--- config.mk ---
export PLATFORM = sky130hd
export DESIGN_NAME = descending_selection_sorter_flat
export DESIGN_NICKNAME = d
export VERILOG_FILES = /design/src/sv/dss_pkg.sv /design/src/sv/dss_in_if.sv /design/src/sv/dss_out_if.sv /design/src/sv/dss_cell.sv /design/src/sv/descending_selection_sorter.sv /design/src/flat_wrapper.sv
export SDC_FILE = /design/constraint.sdc
export NUM_CORES = 2
export LEC_CHECK = 0
export BUFFER_PORTS_ARGS = -buffer_cell sky130_fd_sc_hd__clkbuf_2
export CAP_MARGIN = 30
export CORE_MARGIN = 5
export CORE_UTILIZATION = 31
export CTS_CLUSTER_SIZE = 8
export DETAILED_ROUTE_END_ITERATION = 6
export PLACE_DENSITY = 0.51
export SLEW_MARGIN = 20
export SYNTH_ARGS = -nofsm -noshare
export SYNTH_HDL_FRONTEND = slang
export SYNTH_SLANG_ARGS = --single-unit
--- constraint.sdc ---
create_clock -name clk -period 7.8 [get_ports clk]
set_input_delay 0.39 -clock clk [delete_from_list [all_inputs] [get_ports clk]]
set_output_delay 0.39 -clock clk [all_outputs]
set_load 0.02 [all_outputs]
--- src/sv/dss_pkg.sv ---
`default_nettype none

package dss_pkg;

    // element width and default store depth
    localparam int ELEM_W    = 32;
    localparam int DEPTH_DEF = 16;

    // what one cell shows its neighbors
    typedef struct packed {
        logic                     valid;
        logic                     take;
        logic signed [ELEM_W-1:0] data;
    } cell_link_t;

endpackage

`default_nettype wire

--- src/sv/dss_in_if.sv ---
`default_nettype none

interface dss_in_if;
    logic                              valid;
    logic                              ready;
    logic signed [dss_pkg::ELEM_W-1:0] value;
    logic                              last;

    modport source (output valid, output value, output last, input ready);
    modport sink   (input valid, input value, input last, output ready);
endinterface

`default_nettype wire

--- src/sv/dss_out_if.sv ---
`default_nettype none

interface dss_out_if;
    logic                              valid;
    logic                              ready;
    logic signed [dss_pkg::ELEM_W-1:0] value_res;
    logic                              last_out;
    logic                              overflow;

    modport source (output valid, output value_res, output last_out, output overflow,
                    input ready);
    modport sink   (input valid, input value_res, input last_out, input overflow,
                    output ready);
endinterface

`default_nettype wire

--- src/sv/dss_cell.sv ---
`default_nettype none

module dss_cell (
    input  wire logic                              clk,
    input  wire logic                              rst_n,
    input  wire logic                              insert,
    input  wire logic                              shift,
    input  wire logic signed [dss_pkg::ELEM_W-1:0] x,
    input  wire dss_pkg::cell_link_t               left,
    input  wire dss_pkg::cell_link_t               right,
    output dss_pkg::cell_link_t                    link
);

    logic                              valid_reg;
    logic                              valid_next;
    logic signed [dss_pkg::ELEM_W-1:0] data_reg;
    logic signed [dss_pkg::ELEM_W-1:0] data_next;
    logic                              take;

    // this cell gives way when empty or when the new value is larger
    assign take = !valid_reg || (x > data_reg);

    assign link.valid = valid_reg;
    assign link.take  = take;
    assign link.data  = data_reg;

    // insert moves the tail right, shift pulls the row left toward the head
    always_comb
    begin
        valid_next = valid_reg;
        data_next  = data_reg;
        if (shift)
        begin
            valid_next = right.valid;
            data_next  = right.data;
        end
        else if (insert && take)
        begin
            valid_next = valid_reg | left.valid;
            data_next  = left.take ? left.data : x;
        end
    end

    always_ff @(posedge clk or negedge rst_n)
    begin
        if (!rst_n)
        begin
            valid_reg <= 1'b0;
        end
        else
        begin
            valid_reg <= valid_next;
        end
    end

    always_ff @(posedge clk)
    begin
        data_reg <= data_next;
    end

endmodule

`default_nettype wire

--- src/sv/descending_selection_sorter.sv ---
`default_nettype none
// load: one cycle per input item; each item is placed in order by a parallel
//   compare across the cell row as it arrives, or dropped if the row is full
// emit: first result in the cycle after the last item's transfer, then one result
//   per cycle while results.ready is high; n results for n stored elements
// reset clears cell valid bits and control state; no clearing pass is needed

module descending_selection_sorter #(
    parameter int DEPTH = dss_pkg::DEPTH_DEF
) (
    input wire logic  clk,
    input wire logic  rst_n,
    dss_in_if.sink    items,
    dss_out_if.source results
);

    typedef enum logic {
        ST_LOAD,
        ST_EMIT
    } state_t;

    state_t state_reg;
    state_t state_next;
    logic   dropped_reg;
    logic   dropped_next;

    dss_pkg::cell_link_t links [DEPTH];
    dss_pkg::cell_link_t edge_left;
    dss_pkg::cell_link_t edge_right;

    logic in_xfer;
    logic out_xfer;
    logic full;
    logic insert;
    logic shift;

    assign full     = links[DEPTH-1].valid;
    assign in_xfer  = items.valid && items.ready;
    assign out_xfer = results.valid && results.ready;
    assign insert   = in_xfer && !full;
    assign shift    = out_xfer;

    // fixed neighbors at both ends of the row
    assign edge_left  = '{valid: 1'b1, take: 1'b0, data: '0};
    assign edge_right = '{valid: 1'b0, take: 1'b0, data: '0};

    // row of cells, head at index zero holds the largest value
    for (genvar i = 0; i < DEPTH; i++)
    begin : g_cell
        dss_pkg::cell_link_t left_l;
        dss_pkg::cell_link_t right_l;

        if (i == 0)
        begin : g_head
            assign left_l = edge_left;
        end
        else
        begin : g_mid_l
            assign left_l = links[i-1];
        end

        if (i == DEPTH - 1)
        begin : g_tail
            assign right_l = edge_right;
        end
        else
        begin : g_mid_r
            assign right_l = links[i+1];
        end

        dss_cell u_cell (
            .clk    (clk),
            .rst_n  (rst_n),
            .insert (insert),
            .shift  (shift),
            .x      (items.value),
            .left   (left_l),
            .right  (right_l),
            .link   (links[i])
        );
    end

    // handshake and result fields
    assign items.ready       = (state_reg == ST_LOAD);
    assign results.valid     = (state_reg == ST_EMIT) && links[0].valid;
    assign results.value_res = links[0].data;
    assign results.last_out  = !links[1].valid;
    assign results.overflow  = dropped_reg;

    // run control
    always_comb
    begin
        state_next   = state_reg;
        dropped_next = dropped_reg;
        case (state_reg)
            ST_LOAD:
            begin
                if (in_xfer)
                begin
                    dropped_next = dropped_reg | full;
                    if (items.last)
                    begin
                        state_next = ST_EMIT;
                    end
                end
            end
            ST_EMIT:
            begin
                if (out_xfer && results.last_out)
                begin
                    state_next   = ST_LOAD;
                    dropped_next = 1'b0;
                end
            end
            default:
            begin
                state_next = ST_LOAD;
            end
        endcase
    end

    always_ff @(posedge clk or negedge rst_n)
    begin
        if (!rst_n)
        begin
            state_reg   <= ST_LOAD;
            dropped_reg <= 1'b0;
        end
        else
        begin
            state_reg   <= state_next;
            dropped_reg <= dropped_next;
        end
    end

endmodule

`default_nettype wire
--- src/flat_wrapper.sv ---
// flat-port wrapper written by rule: the top's interface ports become plain ports
module descending_selection_sorter_flat 
#(
    parameter int DEPTH = dss_pkg::DEPTH_DEF
)
  (clk, rst_n, items_valid, items_value, items_last, items_ready, results_valid, results_value_res, results_last_out, results_overflow, results_ready);
  dss_in_if items_i ();
  dss_out_if results_i ();
  input wire logic clk;
  input wire logic rst_n;
  input wire logic [$bits(items_i.valid)-1:0] items_valid;
  input wire logic [$bits(items_i.value)-1:0] items_value;
  input wire logic [$bits(items_i.last)-1:0] items_last;
  output wire logic [$bits(items_i.ready)-1:0] items_ready;
  output wire logic [$bits(results_i.valid)-1:0] results_valid;
  output wire logic [$bits(results_i.value_res)-1:0] results_value_res;
  output wire logic [$bits(results_i.last_out)-1:0] results_last_out;
  output wire logic [$bits(results_i.overflow)-1:0] results_overflow;
  input wire logic [$bits(results_i.ready)-1:0] results_ready;
  assign items_i.valid = items_valid;
  assign items_i.value = items_value;
  assign items_i.last = items_last;
  assign items_ready = items_i.ready;
  assign results_valid = results_i.valid;
  assign results_value_res = results_i.value_res;
  assign results_last_out = results_i.last_out;
  assign results_overflow = results_i.overflow;
  assign results_i.ready = results_ready;
  descending_selection_sorter #(.DEPTH(DEPTH)) u_core (.clk(clk), .rst_n(rst_n), .items(items_i), .results(results_i));
endmodule
==> results.cfg <==
[min_path]
min-delay-path-class = primary input to asynchronous set/reset pin

[critical_path]
critical_path_class = primary input to flop
path_delay_family = simple AND/OR/NAND/NOR gates
path_buf_inv = 3
cp_slowest_stage_delay_ns = 0.66
end_kind = flop
critPathSlowestCell = nor4_1
worstPathMaxFanout = 64
crit_chain = clkbuf_2 > ha_1 > and3_1 > nand4_1 > nor4_1 > o311a_1 > nor4_1 > nor2_4 > buf_4 > nand2_1 > nand2_1 > buf_4
critPathLaunchType = primary input
cp.arrival_ns = 4.60
worstPathRequired_ns = 8.09

[synth]
synth_top_area_frac = 0.374
ys_types = 64
synth_compound_area_frac = 0.222
ys.flop_type = edfxtp_1
syn_area_um2 = 38500
syn_avg_cell_area_um2 = 9.53
muxShareOfSynthArea = 0.0389
synth_commonest_cells = 496 x inv_1, 480 x edfxtp_1, 480 x ha_1, 350 x o21ai_0, 256 x a21oi_1
synthCells = 4038
synth.area.top_cells = edfxtp_1 37%, ha_1 16%, inv_1 4.8%
synth-simple-area-share = 0.0964
syn_nets = 4555
synth_seq_cells = 530
synth_most_common_cell = inv_1
ys_warn_count = 0
synth_top_family_by_area = compound AO/OA/AOI/OAI gates
synthAdderAreaFrac = 0.156
synth_edf_count = 480
ys_async_sr_fraction = 0.0340
synth_xor_area_frac = 0
seq_area_frac_synth = 0.403
yosysTopAreaCell = edfxtp_1

[placed_design]
gp_congestion = 0.839
dpl.cell_count = 5537
placed_area_um2 = 40300
post-place-ws_ns = 2.81
dp_hpwl_mm = 91.2
portBuffers = 72

[route]
drcViolationCount = 0
via_count = 31935
wl_per_cell_um = 22.2
vias_per_cell = 5.64
wl_mm = 126
dr.pass1.iters = 5
detail-route-antenna-nets = 0
drt_iter0_drc = 2765

[global_routing]
overflow = 0
antenna_found_initial = 4
grt_pass1_vias = 31177
grt_usage = 0.184
grt_pass1_wl_mm = 192
grt_max_degree = 90

[timing]
setup_viol = 0
max_freq_mhz = 232
hold_violations = 0
fin_crit_sh = 0.553
setup_tns_ns = 0
worstMarginPinSlew_ns = 0.983
grt_setup_unrepaired = false
layout_setup_ws_ns = 3.49
skew_ns = 0.0169
slew_headroom = 0.344
min_period_ns = 4.31
slew_violations = 0

[final_layout]
seqCellArea_um2 = 15500
fillCellCount = 12589
syn2layout_area_growth_pct = 10.5
multi_input_area_um2 = 20000
drive_above_1_share = 0.0745
stdcell_count = 5667
largest_reg_flops = 512
nets = 4498
design_area_um2 = 42500

[cts]
postCtsHoldBufs = 2
clk_pin_slew_ns = 0.05
clk_latency_ns = 0.62
postCtsSetupRepairBufs = 0
cts_tree = built
numCtsBuffers = 76
cts_resized = 0
clock-sinks = 530
cts-root-buf = clkbuf_16
htree_levels = 3
clock_path_buffers = 3

[pwr]
peakVddDrop_mv = 0.380
power_leakage_uw = 0.0179
power_density_nw_per_um2 = 462

[floorplan]
dieArea_um2 = 131000
ios = 73
die_w_um = 362
num_rows = 129
core-area_um2 = 123000
dieHeight_um = 362
start_util = 0.312

[flow_run]
maxCapViolCount = 0

[run_status]
outcome = completed
==> cell usage in the layout (no fill, tap or decap), types with 6 or more instances in the layout <==
cell / netlist / routed
inv_1: 496 / 496
ha_1: 480 / 480
edfxtp_1: 480 / 480
o21ai_0: 350 / 348
a21oi_1: 256 / 256
nand3_1: 253 / 250
nand2_1: 218 / 216
a31oi_1: 195 / 195
a22oi_1: 186 / 186
o221ai_1: 155 / 155
mux2i_1: 107 / 101
nand4_1: 98 / 98
clkbuf_16: 0 / 81
nor2_1: 77 / 75
clkbuf_2: 0 / 72
buf_4: 0 / 69
clkbuf_1: 224 / 44
o211ai_1: 42 / 42
a21o_1: 40 / 40
mux2_2: 38 / 38
dfxtp_1: 32 / 32
o21ai_1: 30 / 30
nor3_1: 23 / 23
nor4_1: 18 / 18
dfrtp_1: 18 / 18
o21a_1: 15 / 15
a211oi_1: 16 / 15
nor2b_1: 14 / 14
nand2b_1: 14 / 13
nand3b_1: 12 / 12
and3_1: 15 / 11
a211o_1: 7 / 7
o21bai_1: 6 / 6
mux2i_2: 0 / 6
o22ai_1: 6 / 6
o31ai_4: 0 / 6
==> cell type report <==
type / instances / area share
flip-flops and latches: 530 / 0.364
diodes: 1 / 0.0000588
clock inverters: 1 / 0.0000882
well taps: 1637 / 0.0481
repair buffers: 146 / 0.0231
inverters: 496 / 0.0438
clock buffers: 125 / 0.0515
multi-input cells: 2731 / 0.469
==> worst paths after layout <==
path,start,to,slack [ns],cells past startpoint
max in group asynchronous,rst_n,u_core.g_cell[13].u_cell.valid_reg,7.11,2
worst min-delay path,rst_n,u_core.results.overflow,0.29,2
worst max-delay path,items_value[31],u_core.g_cell[1].u_cell.data_reg[26],3.49,12
worst max register to register,u_core.g_cell[1].u_cell.data_reg[31],u_core.g_cell[1].u_cell.data_reg[26],3.51,12
min in group clk,items_value[29],u_core.g_cell[15].u_cell.data_reg[29],0.31,3
worst min register to register,u_core.g_cell[15].u_cell.data_reg[10],u_core.g_cell[15].u_cell.data_reg[10],0.47,2
==> kinds of logic after synthesis <==
logic type	count (synthesis)
simple gates	760
compound gates	1346
flops	530
buf+inv	777
fa+ha+maj	480
mux	145
==> where the power goes <==
group,internal [µW],leakage [µW],switching [µW]
logic,3620,0.0118,6260
registers,5590,0.00502,977
clock network,1890,0.00105,1320
total,11100,0.0179,8560
==> through the flow <==
| stage | total power (µW) | hold WS [ns] | utilization |
|---|---|---|---|
| 2_1_floorplan | 13400 | 0.0944 | - |
| 3_3_place_gp | 16200 | 0.392 | 0.326 |
| 3_5_place_dp | 16400 | 0.402 | 0.326 |
| 4_1_cts | 19700 | 0.262 | 0.344 |
| 5_1_grt | 21200 | 0.315 | 0.345 |
| 6_report | 19700 | 0.286 | 0.345 |
==> routing by layer <==
metal  global-route usage  part of all wire
met5                    0          0.000072
met4               0.0581             0.029
met3               0.0260             0.053
met2                0.300              0.46
met1                0.252              0.46
Note: power is estimated with default switching activity, not from simulation.
